$ cat src/sv/samt_pkg.sv
// Shared types and constants of the source-address match table.
package samt_pkg;

   localparam int SHORT_SLOTS_DEF = 24;
   localparam int EXT_SLOTS_DEF   = 12;

   localparam int WORD_W    = 32;
   localparam int SADDR_W   = 16;
   localparam int EADDR_W   = 64;
   localparam int PAN_W     = 16;
   localparam int STATUS_W  = 2;
   localparam int INDEX_W   = 5;
   localparam int SMASK_W   = 24;
   localparam int EMASK_W   = 12;
   localparam int REQ_W     = 3;

   typedef enum logic [REQ_W-1:0] {
      REQ_ADD_SHORT     = 3'd0,
      REQ_ADD_EXT       = 3'd1,
      REQ_CLR_SHORT     = 3'd2,
      REQ_CLR_EXT       = 3'd3,
      REQ_CLR_ALL_SHORT = 3'd4,
      REQ_CLR_ALL_EXT   = 3'd5,
      REQ_FIND_SHORT    = 3'd6,
      REQ_FIND_EXT      = 3'd7
   } req_code_type;

   typedef enum logic [STATUS_W-1:0] {
      ST_OK        = 2'd0,
      ST_FULL      = 2'd1,
      ST_NOT_FOUND = 2'd2
   } status_type;

   typedef enum logic [1:0] {
      S_IDLE,
      S_SCAN,
      S_DONE
   } state_type;

   // write enables of the even and odd word banks
   typedef struct packed {
      logic even;
      logic odd;
   } store_wen_type;

endpackage

$ cat src/sv/samt_if.sv
// Channel interfaces: request, response and configuration write.
interface samt_req_if
   import samt_pkg::*;
   ();
   logic                 valid;
   logic                 ready;
   logic [REQ_W-1:0]     req_type;
   logic [SADDR_W-1:0]   short_address;
   logic [EADDR_W-1:0]   ext_address;

   modport source (output valid, req_type, short_address, ext_address, input ready);
   modport sink   (input valid, req_type, short_address, ext_address, output ready);
endinterface

interface samt_rsp_if
   import samt_pkg::*;
   ();
   logic                 valid;
   logic                 ready;
   logic [STATUS_W-1:0]  status;
   logic [INDEX_W-1:0]   entry_index;
   logic [SMASK_W-1:0]   short_enable_mask;
   logic [EMASK_W-1:0]   ext_enable_mask;

   modport source (output valid, status, entry_index, short_enable_mask, ext_enable_mask,
                   input ready);
   modport sink   (input valid, status, entry_index, short_enable_mask, ext_enable_mask,
                   output ready);
endinterface

interface samt_csr_if
   import samt_pkg::*;
   ();
   logic                 valid;
   logic                 ready;
   logic [PAN_W-1:0]     pan_id;

   modport source (output valid, pan_id, input ready);
   modport sink   (input valid, pan_id, output ready);
endinterface

$ cat src/sv/samt_store.sv
// Address store: even and odd 32-bit word banks, one write and one registered read per cycle.
module samt_store
   import samt_pkg::*;
#(
   parameter int ROWS  = SHORT_SLOTS_DEF / 2,
   parameter int ROW_W = 4
) (
   input  logic                clock,
   input  store_wen_type       wen,
   input  logic [ROW_W-1:0]    wr_row,
   input  logic [WORD_W-1:0]   wr_even,
   input  logic [WORD_W-1:0]   wr_odd,
   input  logic [ROW_W-1:0]    rd_row,
   output logic [WORD_W-1:0]   rd_even,
   output logic [WORD_W-1:0]   rd_odd
);

   logic [WORD_W-1:0] mem_even [ROWS];
   logic [WORD_W-1:0] mem_odd  [ROWS];
   logic [WORD_W-1:0] rd_even_ff;
   logic [WORD_W-1:0] rd_odd_ff;

   always_ff @(posedge clock) begin
      if (wen.even) begin
         mem_even[wr_row] <= wr_even;
      end
      if (wen.odd) begin
         mem_odd[wr_row] <= wr_odd;
      end
      rd_even_ff <= mem_even[rd_row];
      rd_odd_ff  <= mem_odd[rd_row];
   end

   assign rd_even = rd_even_ff;
   assign rd_odd  = rd_odd_ff;

endmodule

$ cat src/sv/samt_ctrl.sv
// Operation sequencer: slot scan over the store, enable bitmaps and response register.
module samt_ctrl
   import samt_pkg::*;
#(
   parameter int SHORT_SLOTS = SHORT_SLOTS_DEF,
   parameter int EXT_SLOTS   = EXT_SLOTS_DEF,
   parameter int ROW_W       = 4
) (
   input  logic               clock,
   input  logic               reset,
   samt_req_if.sink           req_ch,
   samt_rsp_if.source         rsp_ch,
   input  logic [PAN_W-1:0]   pan_id,
   output store_wen_type      wen,
   output logic [ROW_W-1:0]   wr_row,
   output logic [WORD_W-1:0]  wr_even,
   output logic [WORD_W-1:0]  wr_odd,
   output logic [ROW_W-1:0]   rd_row,
   input  logic [WORD_W-1:0]  rd_even,
   input  logic [WORD_W-1:0]  rd_odd
);

   localparam int SCAN_N = (SHORT_SLOTS > EXT_SLOTS) ? SHORT_SLOTS : EXT_SLOTS;
   localparam int IDX_W  = $clog2(SCAN_N);
   localparam int PAD_W  = 2 * SCAN_N;
   localparam logic [IDX_W-1:0] LAST_SHORT = IDX_W'(SHORT_SLOTS - 1);
   localparam logic [IDX_W-1:0] LAST_EXT   = IDX_W'(EXT_SLOTS - 1);

   state_type              state_ff, state_in;
   req_code_type           op_ff, op_in;
   logic [SADDR_W-1:0]     saddr_ff, saddr_in;
   logic [EADDR_W-1:0]     eaddr_ff, eaddr_in;
   logic [IDX_W-1:0]       idx_ff, idx_in;
   logic [IDX_W-1:0]       chk_idx_ff, chk_idx_in;
   logic                   chk_vld_ff, chk_vld_in;
   logic [SHORT_SLOTS-1:0] short_en_ff, short_en_in;
   logic [EXT_SLOTS-1:0]   ext_en_ff, ext_en_in;
   status_type             status_ff, status_in;
   logic [INDEX_W-1:0]     index_ff, index_in;
   logic                   rsp_vld_ff, rsp_vld_in;
   status_type             rsp_status_ff, rsp_status_in;
   logic [INDEX_W-1:0]     rsp_index_ff, rsp_index_in;
   logic [SMASK_W-1:0]     rsp_smask_ff, rsp_smask_in;
   logic [EMASK_W-1:0]     rsp_emask_ff, rsp_emask_in;

   logic                   is_ext, is_add, is_clear, is_clr_all;
   logic [IDX_W-1:0]       last_idx;
   logic [PAD_W-1:0]       s_pad, e_pad;
   logic [SCAN_N-1:0]      cand_vec, en_vec;
   logic [WORD_W-1:0]      short_word;
   logic                   data_match, hit;

   always_ff @(posedge clock) begin
      if (reset) begin
         state_ff    <= S_IDLE;
         chk_vld_ff  <= 1'b0;
         short_en_ff <= '0;
         ext_en_ff   <= '0;
         rsp_vld_ff  <= 1'b0;
      end else begin
         state_ff    <= state_in;
         chk_vld_ff  <= chk_vld_in;
         short_en_ff <= short_en_in;
         ext_en_ff   <= ext_en_in;
         rsp_vld_ff  <= rsp_vld_in;
      end
      op_ff         <= op_in;
      saddr_ff      <= saddr_in;
      eaddr_ff      <= eaddr_in;
      idx_ff        <= idx_in;
      chk_idx_ff    <= chk_idx_in;
      status_ff     <= status_in;
      index_ff      <= index_in;
      rsp_status_ff <= rsp_status_in;
      rsp_index_ff  <= rsp_index_in;
      rsp_smask_ff  <= rsp_smask_in;
      rsp_emask_ff  <= rsp_emask_in;
   end

   // operation decode
   always_comb begin
      is_ext     = op_ff inside {REQ_ADD_EXT, REQ_CLR_EXT, REQ_CLR_ALL_EXT, REQ_FIND_EXT};
      is_add     = op_ff inside {REQ_ADD_SHORT, REQ_ADD_EXT};
      is_clear   = op_ff inside {REQ_CLR_SHORT, REQ_CLR_EXT};
      is_clr_all = op_ff inside {REQ_CLR_ALL_SHORT, REQ_CLR_ALL_EXT};
      last_idx   = is_ext ? LAST_EXT : LAST_SHORT;
   end

   // per-slot free and enabled flags; an extended entry overlays short slots 2i and 2i+1
   always_comb begin
      s_pad = PAD_W'(short_en_ff);
      e_pad = PAD_W'(ext_en_ff);
      for (int i = 0; i < SCAN_N; i++) begin
         if (is_ext) begin
            cand_vec[i] = (i < EXT_SLOTS) && !e_pad[i] && !s_pad[2*i] && !s_pad[2*i+1];
            en_vec[i]   = e_pad[i];
         end else begin
            cand_vec[i] = (i < SHORT_SLOTS) && !s_pad[i] && !e_pad[i/2];
            en_vec[i]   = s_pad[i];
         end
      end
   end

   // compare stage works one slot behind the read address
   always_comb begin
      short_word = chk_idx_ff[0] ? rd_odd : rd_even;
      if (is_ext) begin
         data_match = ({rd_odd, rd_even} == eaddr_ff);
      end else begin
         data_match = (short_word[WORD_W-1:SADDR_W] == saddr_ff);
      end
      hit = is_add ? cand_vec[chk_idx_ff] : (en_vec[chk_idx_ff] && data_match);
   end

   assign rd_row  = is_ext ? ROW_W'(idx_ff) : ROW_W'(idx_ff >> 1);
   assign wr_row  = is_ext ? ROW_W'(chk_idx_ff) : ROW_W'(chk_idx_ff >> 1);
   assign wr_even = is_ext ? eaddr_ff[WORD_W-1:0] : {saddr_ff, pan_id};
   assign wr_odd  = is_ext ? eaddr_ff[EADDR_W-1:WORD_W] : {saddr_ff, pan_id};

   always_comb begin
      state_in      = state_ff;
      op_in         = op_ff;
      saddr_in      = saddr_ff;
      eaddr_in      = eaddr_ff;
      idx_in        = idx_ff;
      chk_idx_in    = chk_idx_ff;
      chk_vld_in    = chk_vld_ff;
      short_en_in   = short_en_ff;
      ext_en_in     = ext_en_ff;
      status_in     = status_ff;
      index_in      = index_ff;
      rsp_vld_in    = rsp_vld_ff && !rsp_ch.ready;
      rsp_status_in = rsp_status_ff;
      rsp_index_in  = rsp_index_ff;
      rsp_smask_in  = rsp_smask_ff;
      rsp_emask_in  = rsp_emask_ff;
      wen           = '0;
      req_ch.ready  = (state_ff == S_IDLE);

      case (state_ff)
         S_IDLE: begin
            if (req_ch.valid) begin
               op_in      = req_code_type'(req_ch.req_type);
               saddr_in   = req_ch.short_address;
               eaddr_in   = req_ch.ext_address;
               idx_in     = '0;
               chk_vld_in = 1'b0;
               state_in   = S_SCAN;
            end
         end
         S_SCAN: begin
            chk_vld_in = 1'b1;
            chk_idx_in = idx_ff;
            if (idx_ff != last_idx) begin
               idx_in = idx_ff + IDX_W'(1);
            end
            if (is_clr_all) begin
               if (is_ext) begin
                  ext_en_in = '0;
               end else begin
                  short_en_in = '0;
               end
               status_in  = ST_OK;
               index_in   = '0;
               chk_vld_in = 1'b0;
               state_in   = S_DONE;
            end else if (chk_vld_ff && (hit || chk_idx_ff == last_idx)) begin
               chk_vld_in = 1'b0;
               state_in   = S_DONE;
               if (hit) begin
                  status_in = ST_OK;
                  index_in  = INDEX_W'(chk_idx_ff);
                  if (is_add || is_clear) begin
                     if (is_ext) begin
                        for (int i = 0; i < EXT_SLOTS; i++) begin
                           if (chk_idx_ff == IDX_W'(i)) begin
                              ext_en_in[i] = is_add;
                           end
                        end
                     end else begin
                        for (int i = 0; i < SHORT_SLOTS; i++) begin
                           if (chk_idx_ff == IDX_W'(i)) begin
                              short_en_in[i] = is_add;
                           end
                        end
                     end
                  end
                  if (is_add) begin
                     wen.even = is_ext || !chk_idx_ff[0];
                     wen.odd  = is_ext || chk_idx_ff[0];
                  end
               end else begin
                  status_in = is_add ? ST_FULL : ST_NOT_FOUND;
                  index_in  = '0;
               end
            end
         end
         S_DONE: begin
            if (!rsp_vld_ff || rsp_ch.ready) begin
               rsp_vld_in    = 1'b1;
               rsp_status_in = status_ff;
               rsp_index_in  = index_ff;
               rsp_smask_in  = SMASK_W'(short_en_ff);
               rsp_emask_in  = EMASK_W'(ext_en_ff);
               state_in      = S_IDLE;
            end
         end
         default: begin
            state_in = S_IDLE;
         end
      endcase
   end

   assign rsp_ch.valid             = rsp_vld_ff;
   assign rsp_ch.status            = rsp_status_ff;
   assign rsp_ch.entry_index       = rsp_index_ff;
   assign rsp_ch.short_enable_mask = rsp_smask_ff;
   assign rsp_ch.ext_enable_mask   = rsp_emask_ff;

endmodule

$ cat src/sv/source_address_match_table_core.sv
// Top level of the source-address match table: PAN register, sequencer and address store.
//
// Usage:
//   req_ch  carries one operation per transfer: add, clear, clear-all or find, for
//           short or extended addresses.
//   rsp_ch  returns one result per operation: status, slot index and both enable
//           bitmaps as they stand after the operation.
//   csr_ch  writes the PAN ID stored with new short entries; always ready, write
//           it only while no operation is in flight.
// Throughput: one operation at a time. Adds, clears and finds scan the
//   slots of their kind through the store read port, one slot per cycle with the
//   compare one slot behind the read; a scan stops at the first matching slot (a free
//   one for adds) or at the last slot of its kind. Clear-all operations do not scan.
// Reset: enable bitmaps clear, PAN ID is zero; the store itself is not cleared,
//   as only enabled entries are ever compared.
// Stall: the result sits in an output register; the next request is accepted while
//   it waits, and that operation's scan completes and holds until the register frees.
module source_address_match_table_core
   import samt_pkg::*;
#(
   parameter int SHORT_SLOTS = SHORT_SLOTS_DEF,
   parameter int EXT_SLOTS   = EXT_SLOTS_DEF
) (
   input  logic        clock,
   input  logic        reset,
   samt_req_if.sink    req_ch,
   samt_rsp_if.source  rsp_ch,
   samt_csr_if.sink    csr_ch
);

   localparam int SHORT_ROWS = (SHORT_SLOTS + 1) / 2;
   localparam int ROWS       = (SHORT_ROWS > EXT_SLOTS) ? SHORT_ROWS : EXT_SLOTS;
   localparam int ROW_W      = (ROWS > 1) ? $clog2(ROWS) : 1;

   logic [PAN_W-1:0]  pan_id_ff, pan_id_in;
   store_wen_type     wen;
   logic [ROW_W-1:0]  wr_row, rd_row;
   logic [WORD_W-1:0] wr_even, wr_odd, rd_even, rd_odd;

   assign csr_ch.ready = 1'b1;
   assign pan_id_in    = (csr_ch.valid && csr_ch.ready) ? csr_ch.pan_id : pan_id_ff;

   always_ff @(posedge clock) begin
      if (reset) begin
         pan_id_ff <= '0;
      end else begin
         pan_id_ff <= pan_id_in;
      end
   end

   samt_ctrl #(
      .SHORT_SLOTS (SHORT_SLOTS),
      .EXT_SLOTS   (EXT_SLOTS),
      .ROW_W       (ROW_W)
   ) u_ctrl (
      .clock   (clock),
      .reset   (reset),
      .req_ch  (req_ch),
      .rsp_ch  (rsp_ch),
      .pan_id  (pan_id_ff),
      .wen     (wen),
      .wr_row  (wr_row),
      .wr_even (wr_even),
      .wr_odd  (wr_odd),
      .rd_row  (rd_row),
      .rd_even (rd_even),
      .rd_odd  (rd_odd)
   );

   samt_store #(
      .ROWS  (ROWS),
      .ROW_W (ROW_W)
   ) u_store (
      .clock   (clock),
      .wen     (wen),
      .wr_row  (wr_row),
      .wr_even (wr_even),
      .wr_odd  (wr_odd),
      .rd_row  (rd_row),
      .rd_even (rd_even),
      .rd_odd  (rd_odd)
   );

endmodule

$ cat src/flat_wrapper.sv
// flat-port wrapper written by rule: the top's interface ports become plain ports
module source_address_match_table_core_flat import samt_pkg::*;
#(
   parameter int SHORT_SLOTS = SHORT_SLOTS_DEF,
   parameter int EXT_SLOTS   = EXT_SLOTS_DEF
)
  (clock, reset, req_ch_valid, req_ch_req_type, req_ch_short_address, req_ch_ext_address, req_ch_ready, rsp_ch_valid, rsp_ch_status, rsp_ch_entry_index, rsp_ch_short_enable_mask, rsp_ch_ext_enable_mask, rsp_ch_ready, csr_ch_valid, csr_ch_pan_id, csr_ch_ready);
  samt_req_if req_ch_i ();
  samt_rsp_if rsp_ch_i ();
  samt_csr_if csr_ch_i ();
  input  logic clock;
  input  logic reset;
  input wire logic [$bits(req_ch_i.valid)-1:0] req_ch_valid;
  input wire logic [$bits(req_ch_i.req_type)-1:0] req_ch_req_type;
  input wire logic [$bits(req_ch_i.short_address)-1:0] req_ch_short_address;
  input wire logic [$bits(req_ch_i.ext_address)-1:0] req_ch_ext_address;
  output wire logic [$bits(req_ch_i.ready)-1:0] req_ch_ready;
  output wire logic [$bits(rsp_ch_i.valid)-1:0] rsp_ch_valid;
  output wire logic [$bits(rsp_ch_i.status)-1:0] rsp_ch_status;
  output wire logic [$bits(rsp_ch_i.entry_index)-1:0] rsp_ch_entry_index;
  output wire logic [$bits(rsp_ch_i.short_enable_mask)-1:0] rsp_ch_short_enable_mask;
  output wire logic [$bits(rsp_ch_i.ext_enable_mask)-1:0] rsp_ch_ext_enable_mask;
  input wire logic [$bits(rsp_ch_i.ready)-1:0] rsp_ch_ready;
  input wire logic [$bits(csr_ch_i.valid)-1:0] csr_ch_valid;
  input wire logic [$bits(csr_ch_i.pan_id)-1:0] csr_ch_pan_id;
  output wire logic [$bits(csr_ch_i.ready)-1:0] csr_ch_ready;
  assign req_ch_i.valid = req_ch_valid;
  assign req_ch_i.req_type = req_ch_req_type;
  assign req_ch_i.short_address = req_ch_short_address;
  assign req_ch_i.ext_address = req_ch_ext_address;
  assign req_ch_ready = req_ch_i.ready;
  assign rsp_ch_valid = rsp_ch_i.valid;
  assign rsp_ch_status = rsp_ch_i.status;
  assign rsp_ch_entry_index = rsp_ch_i.entry_index;
  assign rsp_ch_short_enable_mask = rsp_ch_i.short_enable_mask;
  assign rsp_ch_ext_enable_mask = rsp_ch_i.ext_enable_mask;
  assign rsp_ch_i.ready = rsp_ch_ready;
  assign csr_ch_i.valid = csr_ch_valid;
  assign csr_ch_i.pan_id = csr_ch_pan_id;
  assign csr_ch_ready = csr_ch_i.ready;
  source_address_match_table_core #(.SHORT_SLOTS(SHORT_SLOTS), .EXT_SLOTS(EXT_SLOTS)) u_core (.clock(clock), .reset(reset), .req_ch(req_ch_i), .rsp_ch(rsp_ch_i), .csr_ch(csr_ch_i));
endmodule
$ cat config.mk
export PLATFORM = sky130hd
export DESIGN_NAME = source_address_match_table_core_flat
export DESIGN_NICKNAME = d
export VERILOG_FILES = /design/src/sv/samt_pkg.sv /design/src/sv/samt_if.sv /design/src/sv/samt_store.sv /design/src/sv/samt_ctrl.sv /design/src/sv/source_address_match_table_core.sv /design/src/flat_wrapper.sv
export SDC_FILE = /design/constraint.sdc
export NUM_CORES = 1
export LEC_CHECK = 0
export BUFFER_PORTS_ARGS = -buffer_cell sky130_fd_sc_hd__buf_4
export CORE_AREA = 2 2 244 342
export DETAILED_ROUTE_END_ITERATION = 6
export DIE_AREA = 0 0 246 344
export HOLD_SLACK_MARGIN = 0.08
export PLACE_DENSITY = 0.66
export RECOVER_POWER = 100
export SLEW_MARGIN = 20
export SYNTH_ARGS = -nofsm -noshare
export SYNTH_HDL_FRONTEND = slang
export SYNTH_HIERARCHICAL = 1
export SYNTH_SLANG_ARGS = --single-unit
$ cat constraint.sdc
create_clock -name clock -period 11.6 [get_ports clock]
set_input_delay 1.16 -clock clock [delete_from_list [all_inputs] [get_ports clock]]
set_output_delay 1.16 -clock clock [all_outputs]
set_load 0.005 [all_outputs]
* After elaboration in Yosys (flattened, before gate mapping) *
Memories as Yosys holds them, arrays and structs flattened. A register that Yosys moved wholly into a read port is not among the register bits.
Cells that the tools add are included.
W data, S select, Z words.

storage, ports and cells
  input port bits = 104
  output and inout bits = 46
  memories = 2
  register bits = 199
  RAM bits = 768

operators by class
  multiplexer cells = 124
  add/subtract/negate cells = 1
  reduce and logical (&&, ||, !) cells = 160
  equal/unequal tests = 43
  magnitude comparators = 1

memories
  name                     words  bits a word  rd ports  clocked after Yosys merged registers in  wr ports  RTL line          source
  u_core.u_store.mem_even  12     32           1         1                                        1         samt_store.sv:18  logic [WORD_W-1:0] mem_even [ROWS];
  u_core.u_store.mem_odd   12     32           1         1                                        1         samt_store.sv:19  logic [WORD_W-1:0] mem_odd [ROWS];

operators by type and width
  kind                  number
  $reduce_and A7 Y1     36
  $mux W24              6
  $mux W32              3
  $mux W1               85
  $mux W12              6
  $eq A64 B64 Y1        1
  $reduce_bool A2 Y1    31
  $eq A5 B4 Y1 const B  8
  $eq A5 B5 Y1 const B  8
  $logic_and A1 B1 Y1   39
  $logic_not A1 Y1      39
  $mux W5               5
  $mux W2               12
  $eq A5 B3 Y1 const B  4
  $eq A16 B16 Y1        1
  $bmux W1 S5           2
  $eq A5 B2 Y1 const B  2
  $ne A2 B2 Y1 const B  5
  $pmux W5 S2           1
  $eq A3 B3 Y1 const B  3
  $mux W4               2
  $ne A4 B4 Y1 const B  2
  $reduce_and A2 Y1     4
  $eq A3 B2 Y1 const B  2
  17 further kinds      22

* Logic depth before layout (Yosys ltp) *
  word-level depth = 14
  depth in mapped cells = 12
  gate-level depth less buffers = 10

* By module *
Netlist, hierarchy kept.

by module, submodules not included
  module                           instances  seq. area each (um2)  cells an instance  area each (um2)
  samt_store                       1          24343.3               1325               30377.9
  samt_ctrl                        1          5094.9                877                9351.5
  source_address_match_table_core  1          320.3                 54                 591.8

* Worst setup path after synthesis *
Ideal clock, no wire load.

  path type = flip-flop to flip-flop
  start = register u_core.u_ctrl.chk_idx_ff[0]
  end = memory u_core.u_store.mem_odd[1][0] (enable)
  data required time = 11.179 ns
  path buffers = 2
  arrival time = 3.837 ns
  setup time = 0.421 ns
  clock period less this slack = 4.258 ns
  setup slack = 7.342 ns
  cell stages (with the launch flop) = 12
  path through = edfxtp_1 buf_6 buf_6 a2111oi_0 a311oi_1 o41ai_2 nand3_1 nor2_1 nand3_1 nor2_1 or3b_1 nor2_1

RTL lines
  item                    RTL line          source
  from (decl)             samt_ctrl.sv:34   logic [IDX_W-1:0] chk_idx_ff, chk_idx_in;
  from (signal assigned)  samt_ctrl.sv:71   chk_idx_ff <= chk_idx_in;
  to (decl)               samt_store.sv:19

==> impl_metrics.json <==
{
  "status": "finished with violations",
  "violations": "max-capacitance violations, max-slew violations",
  "skew_ps": 56.25,
  "post-cts-setup-buffer-count": 0,
  "num_rows": 124,
  "synth_top_family_by_area": "multiplexers",
  "worst_pin_slew_ps": 4422,
  "holdBufCountCts": 0,
  "grt_overflow": 0,
  "rsz0062_at_grt": "no",
  "crit_path_end": "u_core/u_store/mem_even[1][15]",
  "yosys.area.top_type_share": 0.6785,
  "slowest_delay_ps": 1870,
  "maxSlewHeadroom": -1.948,
  "cts_resized": 0,
  "fp.dieH_um": 344,
  "post-route-util": 0.5604,
  "yosys.area_share.simple": 0.05297,
  "slew_violations": 1051,
  "cts_buffer_depth": 3,
  "synthTopCellsByCount": "edfxtp_1 (911), mux2i_1 (198), nand2_1 (159)",
  "drive_gt1_frac": 0.2000,
  "root_buffer": "clkbuf_16",
  "startpoint": "u_core/u_ctrl/op_ff[0]",
  "globalplace.congestion": 0.8599,
  "seq_power_share": 0.505,
  "synth-edff-count": 911,
  "rrSetupSlack_ps": 4260,
  "ys_seq_area_frac": 0.7380,
  "clock_sinks": 1031,
  "syn_nets": 2361,
  "period_share": 0.6327,
  "die-area_um2": 84620,
  "cts_tree": "built",
  "swShare": 0.2429,
  "dpl_cell_area_um2": 42650,
  "cp.depth": 12,
  "hold_path_class": "reg -> reg",
  "drc": 0,
  "p_int_mw": 6.425,
  "initial_core_util": 0.4950,
  "coreArea_um2": 81450,
  "tns_ps": 0,
  "max_clock_freq_mhz": 136.3,
  "diodes": 0,
  "yosysWarnings": 6,
  "clk_latency_ps": 690,
  "ir_drop_mv": 0.1321,
  "synthArstFlopShare": 0,
  "cts_max_level": 3,
  "p_per_area_nw_per_um2": 185.9,
  "dp_hpwl_mm": 60.39,
  "p_clk_frac": 0.389,
  "grt_pass1_wl_mm": 142.8,
  "grt_max_degree": 76,
  "syn_area_per_cell_um2": 17.87,
  "ys_types": 65,
  "drtIter0Drc": 2287,
  "wire_per_inst_um": 27.51,
  "criticalPathCategory": "reg -> reg",
  "start_kind": "flop",
  "path_clk_slew_ps": 60,
  "vias": 21343,
  "fin_area_um2": 45640,
  "p_leak_nw": 14.95,
  "end_kind": "flop",
  "reg2reg_to": "u_core/u_store/mem_even[1][15]",
  "cp_cell_sequence": "clkbuf_1 > buf_4 > a211oi_1 > o41ai_1 > a41o_1 > nand3_1 > nor2_1 > nand3_1 > nor2_1 > or3b_1 > nor2_4 > clkbuf_1",
  "syn_area_um2": 40320,
  "ant_nets": 0,
  "synthCells": 2256,
  "yosys-top-cells-area": "edfxtp_1 (68%), mux4_2 (7.3%), dfxtp_1 (6.0%)",
  "synth_flop_cell": "edfxtp_1",
  "grt_usage": 0.2328,
  "p_sw_mw": 2.061,
  "setup_violations": 0,
  "dp_cells": 3391,
  "final_hold_viol_count": 0,
  "post-synth-top-count-cell": "edfxtp_1",
  "synth-seq-cells": 1031,
  "power_frac_comb": 0.106,
  "arrival_ps": 7570,
  "fillers": 6158,
  "num_io_pins": 150,
  "fin_cells": 3576,
  "synthMuxAreaShare": 0.1240,
  "drv_cap": 30,
  "grt_pass1_vias": 21435,
  "synthToLayoutAreaGrowth_pct": 13.20,
  "drt-total-wl_mm": 98.36,
  "io_buffer_count": 148,
  "cp.buffers_inverters": 3,
  "grt_antenna_before_repair": 0,
  "fin_hold_ws_ps": 420.3,
  "fin_nets": 2525,
  "routed_via_density": 5.968,
  "path_max_fanout": 69,
  "path_delay_family": "buffers and inverters",
  "cts_buffers": 97,
  "min_period_ps": 7339,
  "rr_startpoint": "u_core/u_ctrl/op_ff[0]",
  "synth_xor_area_frac": 0.01521,
  "cp_slowest_cell": "clkbuf_1",
  "synthAdderAreaFrac": 0.0003103,
  "synth_compound_area_frac": 0.05089,
  "dr.pass1.iters": 6,
  "r2r.worst_path.cells": 12,
  "die_w_um": 246,
  "critical_path_required_ps": 11830,
  "synth_top_cell_by_area": "edfxtp_1"
}
[worst min-delay path by stage]
stage	start	to	slack (ps)	depth (start not counted)
after CTS	u_core/u_ctrl/index_ff[0]	u_core/u_ctrl/rsp_ch.entry_index[0]	420	0
after global placement	u_core/u_ctrl/index_ff[2]	u_core/u_ctrl/rsp_ch.entry_index[2]	410	0
after detailed placement	u_core/u_ctrl/index_ff[0]	u_core/u_ctrl/rsp_ch.entry_index[0]	410	0
after global routing	u_core/u_ctrl/status_ff[0]	u_core/u_ctrl/rsp_ch.status[0]	430	0
after floorplan	u_core/u_ctrl/index_ff[0]	u_core/u_ctrl/rsp_ch.entry_index[0]	400	0
final	u_core/u_ctrl/index_ff[0]	u_core/u_ctrl/rsp_ch.entry_index[0]	420	0
[worst register-to-register path, delay by kind of cell, from the launching register on]
family                 cells  cell delay [ps]
flip-flops                 1              400
AO/OA/AOI/OAI              3              820
AND/OR/NAND/NOR            6             1400
buffers and inverters      3             4250
[cell type report]
type / instances / area (µm²) / area share
clock buffers: 118 / 2608 / 0.05713
multi-input cells: 1084 / 9854 / 0.2159
flip-flops and latches: 1031 / 29760 / 0.6520
well taps: 1071 / 1340 / 0.02936
clock inverters: 66 / 768.2 / 0.01683
inverters: 17 / 65.06 / 0.001425
repair buffers: 189 / 1250 / 0.02738
[cells in the final DEF (no fill, tap or decap), types with 5 or more instances in the layout]
cell	instances
clkinv_2	23
bufinv_16	12
nand2_1	158
clkbuf_16	98
nor4b_1	5
nor2_4	21
nand3_1	19
clkinv_4	6
edfxtp_1	911
xnor2_1	62
clkbuf_4	115
nor3_1	24
nand2b_1	72
nor2b_1	11
o22ai_1	8
o221ai_2	22
clkinvlp_4	12
a211oi_1	5
nor2_1	57
o221ai_1	43
mux2i_1	198
nand4_1	14
clkbuf_1	58
o21ai_0	26
inv_1	16
mux2_2	6
clkinv_1	5
mux4_2	130
xor2_1	8
a22oi_1	71
buf_4	27
dfxtp_1	120
a21oi_1	34
or3_1	13
clkbuf_8	8
and2_0	6
nor4_1	18
[per-layer routing]
layer | up-vias | routed length (µm) | global-route usage
met5 | - | 0 | 0
met3 | 160 | 6819 | 0.03462
li1 | 9284 | - | -
met1 | 10999 | 39010 | 0.3130
met2 | 900 | 49590 | 0.3916
met4 | 0 | 2942 | 0.07664
[power by group through the flow]
stage	registers (mW)	logic [mW]	clock network (mW)
final	4.29	0.896	3.30
after global placement	4.36	0.895	0
after floorplan	4.30	0.642	0
after global routing	4.29	0.958	3.49
after CTS	4.28	0.917	3.36
after detailed placement	4.36	0.913	0
[metrics by stage]
| stage | worst slack, ps | power [mW] |
|---|---|---|
| after detailed placement | 6822 | 5.270 |
| after global routing | 3836 | 8.738 |
| after CTS | 6812 | 8.558 |
| after floorplan | 7342 | 4.940 |
| after global placement | 6896 | 5.253 |
| final | 4261 | 8.486 |
[registers in the layout (all words and copies together) (netlist names), 12 cells and up]
signal and flops:
u_core/u_store/mem_odd 384, u_core/pan_id_ff 16, u_core/u_store/rd_even 32, u_core/u_ctrl/rsp_ch.ext_enable_mask 12
u_core/u_ctrl/ext_en_ff 12, u_core/u_ctrl/eaddr_ff 64, u_core/u_ctrl/saddr_ff 16, u_core/u_store/rd_odd 32
u_core/u_store/mem_even 384, u_core/u_ctrl/rsp_ch.short_enable_mask 24, u_core/u_ctrl/short_en_ff 24
[cell families after synthesis]
family / count (synthesis)
buffers and inverters: 141
AO/OA/AOI/OAI: 243
flip-flops: 1031
other: 1
XOR/XNOR: 70
adder cells (fa/ha/maj): 1
multiplexers: 336
AND/OR/NAND/NOR: 433
(Power assumes the default switching activity.)
